$ cat src/rtl/reserved_range_table_macros.svh
// assertion macros for the reserved range table
`ifndef RESERVED_RANGE_TABLE_MACROS_SVH
`define RESERVED_RANGE_TABLE_MACROS_SVH

// property checked at every clock edge outside reset
`define RRT_ASSERT(lbl, prop, msg) \
  lbl: assert property (@(posedge clk) disable iff (rst) (prop)) else $error(msg);

// condition in one cycle implies a property in the next
`define RRT_ASSERT_NEXT(lbl, cond, prop, msg) \
  lbl: assert property (@(posedge clk) disable iff (rst) (cond) |=> (prop)) else $error(msg);

`endif

$ cat src/rtl/rrt_pkg.sv
// shared types and constants of the reserved range table
`timescale 1ns / 1ps
package rrt_pkg;

  localparam int MAX_ENTRIES_DEF = 32;

  localparam logic [63:0] LIMIT_RESET = 64'h0000_8000_0000_0000;
  localparam logic [63:0] MASK_RESET  = 64'h8000_0000_0000_0002;
  localparam logic [11:0] PAGE_MASK   = 12'hFFF;

  localparam logic [2:0] ST_OK         = 3'd0;
  localparam logic [2:0] ST_BAD_ARG    = 3'd1;
  localparam logic [2:0] ST_COUNT_OVF  = 3'd2;
  localparam logic [2:0] ST_RANGE      = 3'd3;
  localparam logic [2:0] ST_FLAGS      = 3'd4;
  localparam logic [2:0] ST_UNRESERVED = 3'd5;
  localparam logic [2:0] ST_OVERLAP    = 3'd6;
  localparam logic [2:0] ST_FULL       = 3'd7;

  localparam logic REQ_RESERVE  = 1'b0;
  localparam logic REQ_VALIDATE = 1'b1;

  localparam logic CFG_LIMIT = 1'b0;
  localparam logic CFG_MASK  = 1'b1;

  typedef enum logic [2:0] {
    S_IDLE,
    S_CHECK,
    S_SCAN_RD,
    S_SCAN_EV,
    S_SHIFT_RD,
    S_SHIFT_WR,
    S_INSERT,
    S_DONE
  } state_t;

  typedef struct packed {
    logic load;
    logic check;
    logic scan_rd;
    logic scan_ev;
    logic shift_init;
    logic shift_rd;
    logic shift_wr;
    logic insert;
    logic finish;
  } cmd_t;

  typedef struct packed {
    logic reserve;
    logic go_scan;
    logic scan_more;
    logic hit;
    logic shift_more;
    logic out_free;
  } stat_t;

  typedef struct packed {
    logic [63:0] base;
    logic [63:0] pages;
    logic [31:0] rtype;
    logic [31:0] rflags;
    logic [63:0] backing;
  } entry_t;

endpackage

$ cat src/rtl/rrt_ctrl.sv
// controller state machine of the reserved range table
`timescale 1ns / 1ps
module rrt_ctrl (
  input  logic          clk,
  input  logic          rst,
  input  logic          in_valid,
  input  rrt_pkg::stat_t stat,
  output rrt_pkg::cmd_t  cmd,
  output logic          in_stall
);
  import rrt_pkg::*;

  state_t state, state_next;

  always_ff @(posedge clk) begin
    if (rst) begin
      state <= S_IDLE;
    end else begin
      state <= state_next;
    end
  end

  always_comb begin
    state_next = state;
    unique case (state)
      S_IDLE:     if (in_valid) state_next = S_CHECK;
      S_CHECK:    state_next = stat.go_scan ? S_SCAN_RD : S_DONE;
      S_SCAN_RD: begin
        if (stat.scan_more) state_next = S_SCAN_EV;
        else if (stat.reserve) state_next = S_SHIFT_RD;
        else state_next = S_DONE;
      end
      S_SCAN_EV:  state_next = stat.hit ? S_DONE : S_SCAN_RD;
      S_SHIFT_RD: state_next = stat.shift_more ? S_SHIFT_WR : S_INSERT;
      S_SHIFT_WR: state_next = S_SHIFT_RD;
      S_INSERT:   state_next = S_DONE;
      S_DONE:     if (stat.out_free) state_next = S_IDLE;
      default:    state_next = S_IDLE;
    endcase
  end

  always_comb begin
    cmd = '0;
    in_stall = 1'b1;
    unique case (state)
      S_IDLE: begin
        in_stall = 1'b0;
        cmd.load = in_valid;
      end
      S_CHECK:    cmd.check = 1'b1;
      S_SCAN_RD: begin
        cmd.scan_rd = stat.scan_more;
        cmd.shift_init = !stat.scan_more && stat.reserve;
      end
      S_SCAN_EV:  cmd.scan_ev = 1'b1;
      S_SHIFT_RD: cmd.shift_rd = stat.shift_more;
      S_SHIFT_WR: cmd.shift_wr = 1'b1;
      S_INSERT:   cmd.insert = 1'b1;
      S_DONE:     cmd.finish = stat.out_free;
      default:    cmd = '0;
    endcase
  end

endmodule

$ cat config.mk
export PLATFORM = sky130hd
export DESIGN_NAME = rrt_ctrl
export DESIGN_NICKNAME = d
export VERILOG_FILES = /design/src/rtl/reserved_range_table_macros.svh /design/src/rtl/rrt_pkg.sv /design/src/rtl/rrt_ctrl.sv
export SDC_FILE = /design/constraint.sdc
export NUM_CORES = 1
export LEC_CHECK = 0
export BUFFER_PORTS_ARGS = -buffer_cell sky130_fd_sc_hd__clkbuf_2
export CORE_AREA = 3 3 40 42
export CTS_BUF_LIST = sky130_fd_sc_hd__clkbuf_2
export CTS_CLUSTER_SIZE = 30
export DETAILED_ROUTE_END_ITERATION = 10
export DIE_AREA = 0 0 43 45
export PLACE_DENSITY = 0.42
export SLEW_MARGIN = 40
export SYNTH_ARGS = -nofsm -noshare
export SYNTH_HDL_FRONTEND = slang
export SYNTH_SLANG_ARGS = --single-unit
$ cat constraint.sdc
create_clock -name clk -period 3.1 [get_ports clk]
set_clock_uncertainty 0.2 [all_clocks]
set_input_delay 0.62 -clock clk [delete_from_list [all_inputs] [get_ports clk]]
set_output_delay 0.62 -clock clk [all_outputs]
set_load 0.1 [all_outputs]
==> Flow_metrics.wiki, run 1 <==
{| class="wikitable"
! Metric !! Value
|-
| Met2 capacity usage during global routing || about an eighth
|-
| Row count || 13
|-
| Worst hold slack after final layout || approximately 0.41 ns
|-
| Relative slew margins || 64.0%
|-
| Unrepaired setup endpoints after global routing || false
|-
| Synthesized netlist cell count || 39
|-
| Number of flops mapped to enable cells by yosys || 0
|-
| DRC viols || 0
|-
| Arr. time, crit path || 1.63 ns
|-
| Clock H-tree levels || 1
|-
| Pre-CTS setup slack || roughly 0.87 ns
|-
| Wire length of the first global-routing pass || 1150 um
|-
| All-Layer GR Usage || roughly 8%
|-
| Most common library cell in the layout ignoring fill and taps || sky130_fd_sc_hd__clkbuf_2
|-
| Number of global-route vias before repair || around 290
|-
| Largest net degree at the start of global routing || 17
|-
| Simple-gate portion of the synthesized area || approximately half
|-
| FF-to-FF End || state[1]$_SDFFE_PP0P_
|-
| FF-to-FF path depth || 3
|-
| Final setup margin || 0.651 ns
|-
| Register with the highest flop count || state
|-
| ANT cells || 0
|-
| Critical Path Slowest Stage Cell || sky130_fd_sc_hd__dfxtp_1
|-
| DR vias/cell || around 4.6
|-
| Die width || 43 um
|-
| CTS clock-pin slew for the worst setup and hold paths || 0.04 ns
|-
| Post-detailed-route wirelength per cell || 10.2 um
|-
| Sequential element share of the synthesized area || a little under a quarter
|-
| Maximum clock rate || a little over 400 MHz
|-
| Kind of cell adding the most delay to the critical path || simple AND/OR/NAND/NOR gates
|-
| Outcome || complete, no violations
|-
| Yosys Warn Count || 0
|-
| Post-DRT Antenna Nets || 0
|-
| Post-synthesis compound-gate area fraction || 20.1%
|-
| Synth-to-layout area growth || 51.2%
|-
| CTS tree || yes
|-
| Root buffer cell || sky130_fd_sc_hd__clkbuf_2
|-
| Met3 track utilization from global routing || 5.58%
|-
| Via count || 338
|-
| Post-synthesis area per instance || roughly 6.7 um^2
|-
| Worst path cell trace || or3_1 > nor2_2 > clkbuf_2
|-
| Final Slew Violations || 0
|-
| Flip-flop count of the largest register, all copies and words added || 3
|-
| Post-synthesis sequential element count || 3
|-
| Clock latency of the later-clocked register in the worst-skew pair || 0.21 ns
|-
| Launching point of the worst reg2reg path || state[2]$_SDFFE_PP0P_
|-
| Share of synthesized cell area in full adder, half adder and majority cells || 0%
|-
| Tightest Hold Check Type || in -> reg
|-
| Floorplan die height || about 45 um
|-
| Total power divided by cell area || 1110 nW/um^2
|-
| CP bufs+invs || 1
|-
| Most used flip-flop cell after synthesis || sky130_fd_sc_hd__dfxtp_1
|-
| Num ports || 19
|-
| Routing layer with the top usage in global route || met2
|-
| Transition time at the pin with the least slew margin || approximately 0.54 ns
|-
| First-pass DRT Iterations || 4
|-
| Post-synthesis net count || 48
|-
| Kind of launch point of the worst setup path || flop
|-
| Netlist area before placement || 262 um^2
|-
| Clock sink total || 3
|-
| Synth async-reset ratio || 0%
|-
| Final Critical Period || 2.45 ns
|-
| Number of buffers inserted for hold repair after clock tree synthesis || 0
|-
| Worst hold path startpoint || rst
|-
| Kind of critical path || reg -> out
|-
| TritonCTS buffer count || 3
|-
| Total negative slack || 0 ns
|-
| Number of buffer cells added on primary ports || 18
|-
| Most frequent cells in the layout || 22 x sky130_fd_sc_hd__clkbuf_2, 7 x sky130_fd_sc_hd__nor2_1, 3 x sky130_fd_sc_hd__dfxtp_1
|-
| Leak pwr || 0.196 nW
|-
| Post-synth cell types || 26
|-
| Post-route fraction of the period consumed by the critical path || 79.0%
|-
| Std-Cell Core Area || 1280 um^2
|-
| Post-route cell area || just under 400 um^2
|-
| CP required || 2.28 ns
|-
| Worst Path Max Fanout || 16
|-
| Post-cts repair resize count || 0
|-
| Dominant combinational cell family by area after synthesis || simple AND/OR/NAND/NOR gates
|-
| Met1 Use GR || 9.13%
|-
| Final GP Congestion || 0.675
|-
| Estimated wirelength of the detail-placed design || 592 um
|-
| Starting utilization of the core area || 20.4%
|-
| Flop2flop setup slack || 1.55 ns
|-
| Full die area || 1940 um^2
|-
| Endpoint, Worst Hold || state[1]$_SDFFE_PP0P_
|-
| Max-capacitance violation count || 0
|-
| Critical path endpoint category || output pin
|-
| Number of violations reported at the end of detailed-routing iteration 0 || 8
|-
| Registers with the most flip-flops || state x3
|-
| Xor-xnor portion of the synthesized cell area || 0%
|-
| Worst hold path cell count || 2
|-
| Aggregate routed wire length || 752 um
|-
| Placed cell areas || ~380 um^2
|-
| Total Power Consumption || between 0.0004 and 0.0005 W
|-
| Hold Fails Final Rpt || 0
|-
| Final setup viols || 0
|-
| NumNets Final || 69
|-
| Number of setup buffers added after CTS || 0
|-
| Leftover overflow at the end of global routing || 0
|-
| Clock buffer depth || 2
|-
| Mux contribution to synthesized area || 0%
|-
| Delay contributed by the slowest stage of the critical path || 0.45 ns
|-
| Ratio of cells with drive above 1 in the final layout || a little under half
|-
| Maximum vdd ir drop || 0.290 mV
|-
| Initial antenna violation count || 0
|}
worst max path at each step:
stage                                startpoint     end  depth (start not counted)
after floorplan                         stat[1]  cmd[3]                          1
after global placement    state[1]$_SDFFE_PP0P_  cmd[8]                          3
after detailed placement                stat[3]  cmd[4]                          3
after CTS                 state[1]$_SDFFE_PP0P_  cmd[8]                          3
after global routing      state[1]$_SDFFE_PP0P_  cmd[8]                          3
final                     state[1]$_SDFFE_PP0P_  cmd[8]                          3
cell families after synthesis:
logic type,count (synthesis)
AOI/OAI and AO/OA,8
buffers and inverters,5
DFF,3
and+or+nand+nor,23
per-layer routing:
layer / vias up / wire (um) / share of wire (%)
li1: 182 / - / -
met1: 144 / 361 / 48
met2: 12 / 320 / 43
met3: 0 / 70 / 9.3
met4: 0 / 0 / 0
met5: - / 0 / 0
worst reg2reg max path, delay by kind of cell, from the launching register on:
family                 cells  cell delay, ns
AO/OA/AOI/OAI              1            0.17
buffers and inverters      1            0.11
flip-flops                 1            0.48
AND/OR/NAND/NOR            1            0.52
cell usage after synthesis (2+ instances only):
library cell	number	area, um^2
sky130_fd_sc_hd__and2_1	2	12.5
sky130_fd_sc_hd__dfxtp_1	3	60.1
sky130_fd_sc_hd__inv_1	2	7.51
sky130_fd_sc_hd__nand2_1	2	7.51
sky130_fd_sc_hd__nor2_1	8	30.0
sky130_fd_sc_hd__o21ai_0	2	10.0
final cells by class:
type	count	area, um^2
fill	148	890
multi-input combinational	31	195
timing repair buffer	18	90.1
sequential	3	60.1
clock buffer	4	20.0
tap	15	18.8
inverter	3	11.3
stage by stage:
stage / std cells / utilization (%)
6_report: 74 / 30.8
5_1_grt: 74 / 30.8
4_1_cts: 74 / 30.8
3_5_place_dp: 70 / 29.2
3_3_place_gp: 70 / 29.2
2_1_floorplan: 39 / -
power by group:
group	switching, W	internal (W)	total [W]
clock	0.0000219	0.0000340	0.0000559
sequential	0.0000350	0.0000508	0.0000858
combinational	0.000238	0.0000574	0.000296
No activity file was read; power rests on OpenSTA's default activity.
==> run 2: changes to the inputs <==
- PLACE_DENSITY: 0.42 -> 0.43
- clock period: 3.1 -> 2 ns (I/O delays scaled with it)
==> run 2 against run 1 <==
Effect of this change: final area rose by 52%; worst hold slack worse by 0.22 ns; via count rose by 5.9%; final cell count up 1.4%; total power up 100%; utilization is 16 points higher; sequential cell count unchanged; critical path type unchanged.
==> Flow_metrics.wiki, run 2 (same netlist as run 1, synthesis figures left out) <==
{| class="wikitable"
! Metric !! Value
|-
| Most frequent cells in the layout || 12 x sky130_fd_sc_hd__clkbuf_2, 10 x sky130_fd_sc_hd__buf_12, 4 x sky130_fd_sc_hd__nor2_1, 3 x sky130_fd_sc_hd__nor2_4
|-
| Final setup viols || 0
|-
| Clock buffer depth || 2
|-
| Via count || 358
|-
| Full die area || approximately 1900 um^2
|-
| NumNets Final || 70
|-
| Pre-CTS setup slack || 0.232 ns
|-
| Aggregate routed wire length || 709 um
|-
| Number of standard cells in the layout, taps in and fillers out || 75
|-
| Unrepaired setup endpoints after global routing || false
|-
| Placed cell areas || 579 um^2
|-
| DR vias/cell || 4.77
|-
| Initial antenna violation count || 0
|-
| Floorplan die height || 45 um
|-
| Final Critical Period || 1.88 ns
|-
| Clock power frac || a little under a tenth
|-
| Outcome || complete, no violations
|-
| Final Slew Violations || 0
|-
| Combinational group share of total power || 76.8%
|-
| Worst Path Max Fanout || 9
|-
| Relative slew margins || between 80% and 90%
|-
| All-Layer GR Usage || 7.58%
|-
| Std-Cell Core Area || around 1300 um^2
|-
| Arr. time, crit path || 1.28 ns
|-
| Registers with the most flip-flops || state x3
|-
| Ratio of cells with drive above 1 in the final layout || approximately three fifths
|-
| Proportion of power drawn by flip-flops and latches || 13.6%
|-
| Synth-to-layout area growth || 130%
|-
| Leak pwr || 0.249 nW
|-
| Clock latency of the later-clocked register in the worst-skew pair || ~0.20 ns
|-
| Kind of launch point of the worst setup path || flop
|-
| Worst hold slack after final layout || around 0.19 ns
|-
| Post-cts repair resize count || 1
|-
| Post-DRT Antenna Nets || 0
|-
| Root buffer cell || sky130_fd_sc_hd__clkbuf_2
|-
| DRC viols || 0
|-
| Internal power contribution || 0.000375 W
|-
| Number of placed instances with taps included || between 70 and 80
|-
| Critical path endpoint category || output pin
|-
| Tightest Hold Check Type || in -> reg
|-
| Transition time at the pin with the least slew margin || 0.253 ns
|-
| Sw Pwr || 0.000502 W
|-
| Share of total power consumed by net switching || approximately 57%
|-
| Clock H-tree levels || 1
|-
| CTS tree || yes
|-
| Most common library cell in the layout ignoring fill and taps || sky130_fd_sc_hd__clkbuf_2
|-
| Num ports || 19
|-
| ANT cells || 0
|-
| Die width || 43 um
|-
| Kind of cell adding the most delay to the critical path || simple AND/OR/NAND/NOR gates
|-
| Critical Path Slowest Stage Cell || sky130_fd_sc_hd__or3_4
|-
| First-pass DRT Iterations || 3
|-
| Number of buffer cells added on primary ports || 18
|-
| Post-route fraction of the period consumed by the critical path || 94.2%
|-
| Largest net degree at the start of global routing || 16
|-
| Number of setup buffers added after CTS || 0
|-
| Number of global-route vias before repair || 281
|-
| Flip-flop count of the largest register, all copies and words added || 3
|-
| Number of buffers inserted for hold repair after clock tree synthesis || 0
|-
| Estimated wirelength of the detail-placed design || 584 um
|-
| TritonCTS buffer count || 3
|-
| Clock sink total || 3
|-
| Starting utilization of the core area || 20.4%
|-
| Worst path cell trace || or3_4 > nor2_4 > buf_12
|-
| Final-layout fill cell count || 130
|-
| Flop2flop setup slack || 0.56 ns
|-
| CP bufs+invs || 1
|-
| Kind of critical path || reg -> out
|-
| Wire length of the first global-routing pass || roughly 1100 um
|-
| Total negative slack || 0 ns
|-
| Leftover overflow at the end of global routing || 0
|-
| Number of violations reported at the end of detailed-routing iteration 0 || 7
|-
| Final GP Congestion || 0.758
|-
| Maximum clock rate || 531 MHz
|-
| CP required || between 1 and 1.5 ns
|-
| CTS clock-pin slew for the worst setup and hold paths || ~0.04 ns
|-
| Maximum vdd ir drop || about 0.54 mV
|-
| Max-capacitance violation count || 0
|-
| Register with the highest flop count || state
|-
| Post-route cell area || 602 um^2
|-
| Hold Fails Final Rpt || 0
|-
| Delay contributed by the slowest stage of the critical path || 0.41 ns
|-
| Row count || 13
|-
| Post-detailed-route wirelength per cell || 9.45 um
|-
| Total power divided by cell area || 1460 nW/um^2
|-
| Final setup margin || 0.116 ns
|}
## run 2: changes by cell type in the layout (fill, tap and decap cells not counted), moves of 2 or more
cell | before | now
sky130_fd_sc_hd__buf_12 | 0 | 10
sky130_fd_sc_hd__clkbuf_2 | 22 | 12
sky130_fd_sc_hd__dfxtp_1 | 3 | 1
sky130_fd_sc_hd__dfxtp_2 | 0 | 2
sky130_fd_sc_hd__nor2_1 | 7 | 4
sky130_fd_sc_hd__nor2_4 | 0 | 3
## run 2: worst paths after layout
path,startpoint,end,depth (start not counted)
hold / removal,rst,state[2]$_SDFFE_PP0P_,2
setup / recovery,state[2]$_SDFFE_PP0P_,cmd[8],3
hold reg to reg,state[2]$_SDFFE_PP0P_,state[2]$_SDFFE_PP0P_,2
setup reg to reg,state[2]$_SDFFE_PP0P_,state[1]$_SDFFE_PP0P_,3
## run 2: routing by layer
layer	global-route usage (%)	share of wire, %
met4	3.61	1.4
met5	0	0
met1	9.66	42
met2	12.3	47
met3	1.59	9.2
## run 2: cell type report
| cell class | instances | area [um^2] | area share (%) |
|---|---|---|---|
| clock buffers | 4 | 20.0 | 3.33 |
| multi-input cells | 31 | 241 | 40.1 |
| inverters | 3 | 11.3 | 1.87 |
| well taps | 15 | 18.8 | 3.12 |
| flip-flops and latches | 3 | 62.6 | 10.4 |
| repair buffers | 19 | 248 | 41.2 |
## run 2: power by group through the flow
| stage | logic (W) | clock network (W) | registers, W |
|---|---|---|---|
| global route | 0.000705 | 0.0000912 | 0.000124 |
| detailed placement | 0.000677 | 0 | 0.000118 |
| CTS | 0.000679 | 0.0000849 | 0.000119 |
| finish | 0.000674 | 0.0000839 | 0.000119 |
| floorplan | 0.000493 | 0 | 0.0000975 |
| global placement | 0.000679 | 0 | 0.000117 |
## run 2: stage by stage
stage               total power [W]  util [%]
floorplan                  0.000590         -
global placement           0.000796      45.1
detailed placement         0.000794      45.1
CTS                        0.000883      46.7
global route               0.000921      46.8
finish                     0.000877      46.8
## run 2: worst register-to-register path, stage by stage (launching register included)
cell and delay [ns]:
sky130_fd_sc_hd__dfxtp_2 0.39, sky130_fd_sc_hd__inv_2 0.10, sky130_fd_sc_hd__or4_1 0.51, sky130_fd_sc_hd__a31oi_1 0.17
==> run 3: changes to the inputs <==
- PLACE_DENSITY: 0.43 -> 0.42
- clock period: 2 -> 1.9 ns (I/O delays scaled with it)
==> run 3 against run 2 <==
Effect of this change: worst hold slack got worse by 0.016 ns; clock power increased by 5.0%; combinational power grew 7.7%; final area is 3.1% higher; sequential share of layout area rose by 0.29 points; global-route usage grew 0.90 points; sequential power rose by 15%; via count down 0.56%; total power up 8.4%; critical path type unchanged; critical endpoint unchanged; largest cell class unchanged; largest power group unchanged.
==> Flow_metrics.wiki, run 3 (same netlist as run 1, synthesis figures left out) <==
{| class="wikitable"
! Metric !! Value
|-
| Total power divided by cell area || 1530 nW/um^2
|-
| Final setup viols || 0
|-
| CP required || 1.32 ns
|-
| Row count || 13
|-
| Clock buffer depth || 2
|-
| Flop2flop setup slack || 0.43 ns
|-
| Registers with the most flip-flops || state x3
|-
| TritonCTS buffer count || 3
|-
| Worst Path Max Fanout || 8
|-
| Clock latency of the later-clocked register in the worst-skew pair || 0.20 ns
|-
| Number of violations reported at the end of detailed-routing iteration 0 || 4
|-
| Maximum vdd ir drop || 0.463 mV
|-
| Leftover overflow at the end of global routing || 0
|-
| Most frequent cells in the layout || 12 x sky130_fd_sc_hd__clkbuf_2, 10 x sky130_fd_sc_hd__buf_12, 4 x sky130_fd_sc_hd__nor2_1, 3 x sky130_fd_sc_hd__nor2_4, 3 x sky130_fd_sc_hd__buf_4
|-
| Largest net degree at the start of global routing || 12
|-
| Number of buffer cells added on primary ports || 18
|-
| Critical path endpoint category || output pin
|-
| Transition time at the pin with the least slew margin || 0.257 ns
|-
| Worst path cell trace || or3_4 > nor2_4 > buf_12
|-
| Final Critical Period || 1.86 ns
|-
| Std-Cell Core Area || 1280 um^2
|-
| DR vias/cell || 4.62
|-
| Via count || 356
|-
| Full die area || a little under 2000 um^2
|-
| Wire length of the first global-routing pass || 1290 um
|-
| Max-capacitance violation count || 0
|-
| Flip-flop count of the largest register, all copies and words added || 3
|-
| Unrepaired setup endpoints after global routing || false
|-
| Arr. time, crit path || 1.28 ns
|-
| All-Layer GR Usage || ~8.5%
|-
| Starting utilization of the core area || 20.4%
|-
| Outcome || complete, no violations
|-
| CTS tree || yes
|-
| Placed cell areas || between 500 and 600 um^2
|-
| Leak pwr || 0.260 nW
|-
| Synth-to-layout area growth || 137%
|-
| Number of standard cells in the layout, taps in and fillers out || 77
|-
| Initial antenna violation count || 0
|-
| Post-detailed-route wirelength per cell || 10.5 um
|-
| Ratio of cells with drive above 1 in the final layout || about 65%
|-
| Number of placed instances with taps included || ~70
|-
| NumNets Final || 72
|-
| Floorplan die height || 45 um
|-
| ANT cells || 0
|-
| Kind of launch point of the worst setup path || flop
|-
| Most common library cell in the layout ignoring fill and taps || sky130_fd_sc_hd__clkbuf_2
|-
| Final GP Congestion || 0.809
|-
| Kind of critical path || reg -> out
|-
| Final Slew Violations || 0
|-
| Root buffer cell || sky130_fd_sc_hd__clkbuf_2
|-
| DRC viols || 0
|-
| Num ports || 19
|-
| First-pass DRT Iterations || 4
|-
| Post-DRT Antenna Nets || 0
|-
| Clock H-tree levels || 1
|-
| Tightest Hold Check Type || in -> reg
|-
| Post-route cell area || 621 um^2
|-
| CTS clock-pin slew for the worst setup and hold paths || 0.04 ns
|-
| Delay contributed by the slowest stage of the critical path || 0.42 ns
|-
| Worst hold slack after final layout || about 0.17 ns
|-
| Maximum clock rate || ~540 MHz
|-
| Total Power Consumption || 0.000951 W
|-
| Post-route fraction of the period consumed by the critical path || 97.9%
|-
| Estimated wirelength of the detail-placed design || around 650 um
|-
| Die width || 43 um
|-
| Hold Fails Final Rpt || 0
|-
| Register with the highest flop count || state
|-
| Clock sink total || 3
|-
| Critical Path Slowest Stage Cell || sky130_fd_sc_hd__or3_4
|-
| Relative slew margins || 82.8%
|-
| Aggregate routed wire length || between 800 and 900 um
|-
| Number of global-route vias before repair || 318
|}
[run 3: cell types whose count changed in the layout (fill, tap and decap cells not counted), sizes merged]
cell	before	now
buf	11	13
[run 3: report_power, final]
| group | total [W] | switching [W] | internal [W] |
|---|---|---|---|
| sequential | 0.000137 | 0.0000468 | 0.0000901 |
| combinational | 0.000726 | 0.000459 | 0.000267 |
| clock | 0.0000881 | 0.0000326 | 0.0000555 |
[run 3: final timing paths]
path | cells past startpoint | to | startpoint
min | 2 | state[2]$_SDFFE_PP0P_ | rst
min reg2reg | 2 | state[1]$_SDFFE_PP0P_ | state[0]$_SDFFE_PP0P_
max | 3 | cmd[8] | state[0]$_SDFFE_PP0P_
max reg2reg | 3 | state[1]$_SDFFE_PP0P_ | state[1]$_SDFFE_PP0P_
[run 3: what timing repair did]
action,in CTS,in global routing
resized for setup,2,1
setup buffers,0,1
pin swaps,1,2
hold buffers,0,0
setup endpoints to repair,3,1
[run 3: stage by stage]
| stage | utilization, % | setup TNS [ns] | worst slack, ns |
|---|---|---|---|
| after floorplan | - | -0.654 | -0.252 |
| after global placement | 45.8 | 0 | 0.191 |
| after detailed placement | 45.8 | 0 | 0.179 |
| after CTS | 47.5 | 0 | 0.000896 |
| after global routing | 48.3 | 0 | 0.00784 |
| final | 48.3 | 0 | 0.0394 |
[run 3: critical path, delay by kind of cell, from the launching register on]
family	cells	cell delay (ns)
simple gates	2	0.53
flops	1	0.36
buf+inv	1	0.18
[run 3: layout make-up]
class                   instances  area, um^2
flip-flops and latches          3        66.3
inverters                       3        11.3
clock buffers                   4        20.0
well taps                      15        18.8
fillers                       128         664
repair buffers                 21         263
multi-input cells              31         241
[run 3: layer usage]
layer	GRT usage [%]	wire, um
met5	0	0
met4	1.81	0
met3	1.59	53
met2	14.7	404
met1	11.0	352
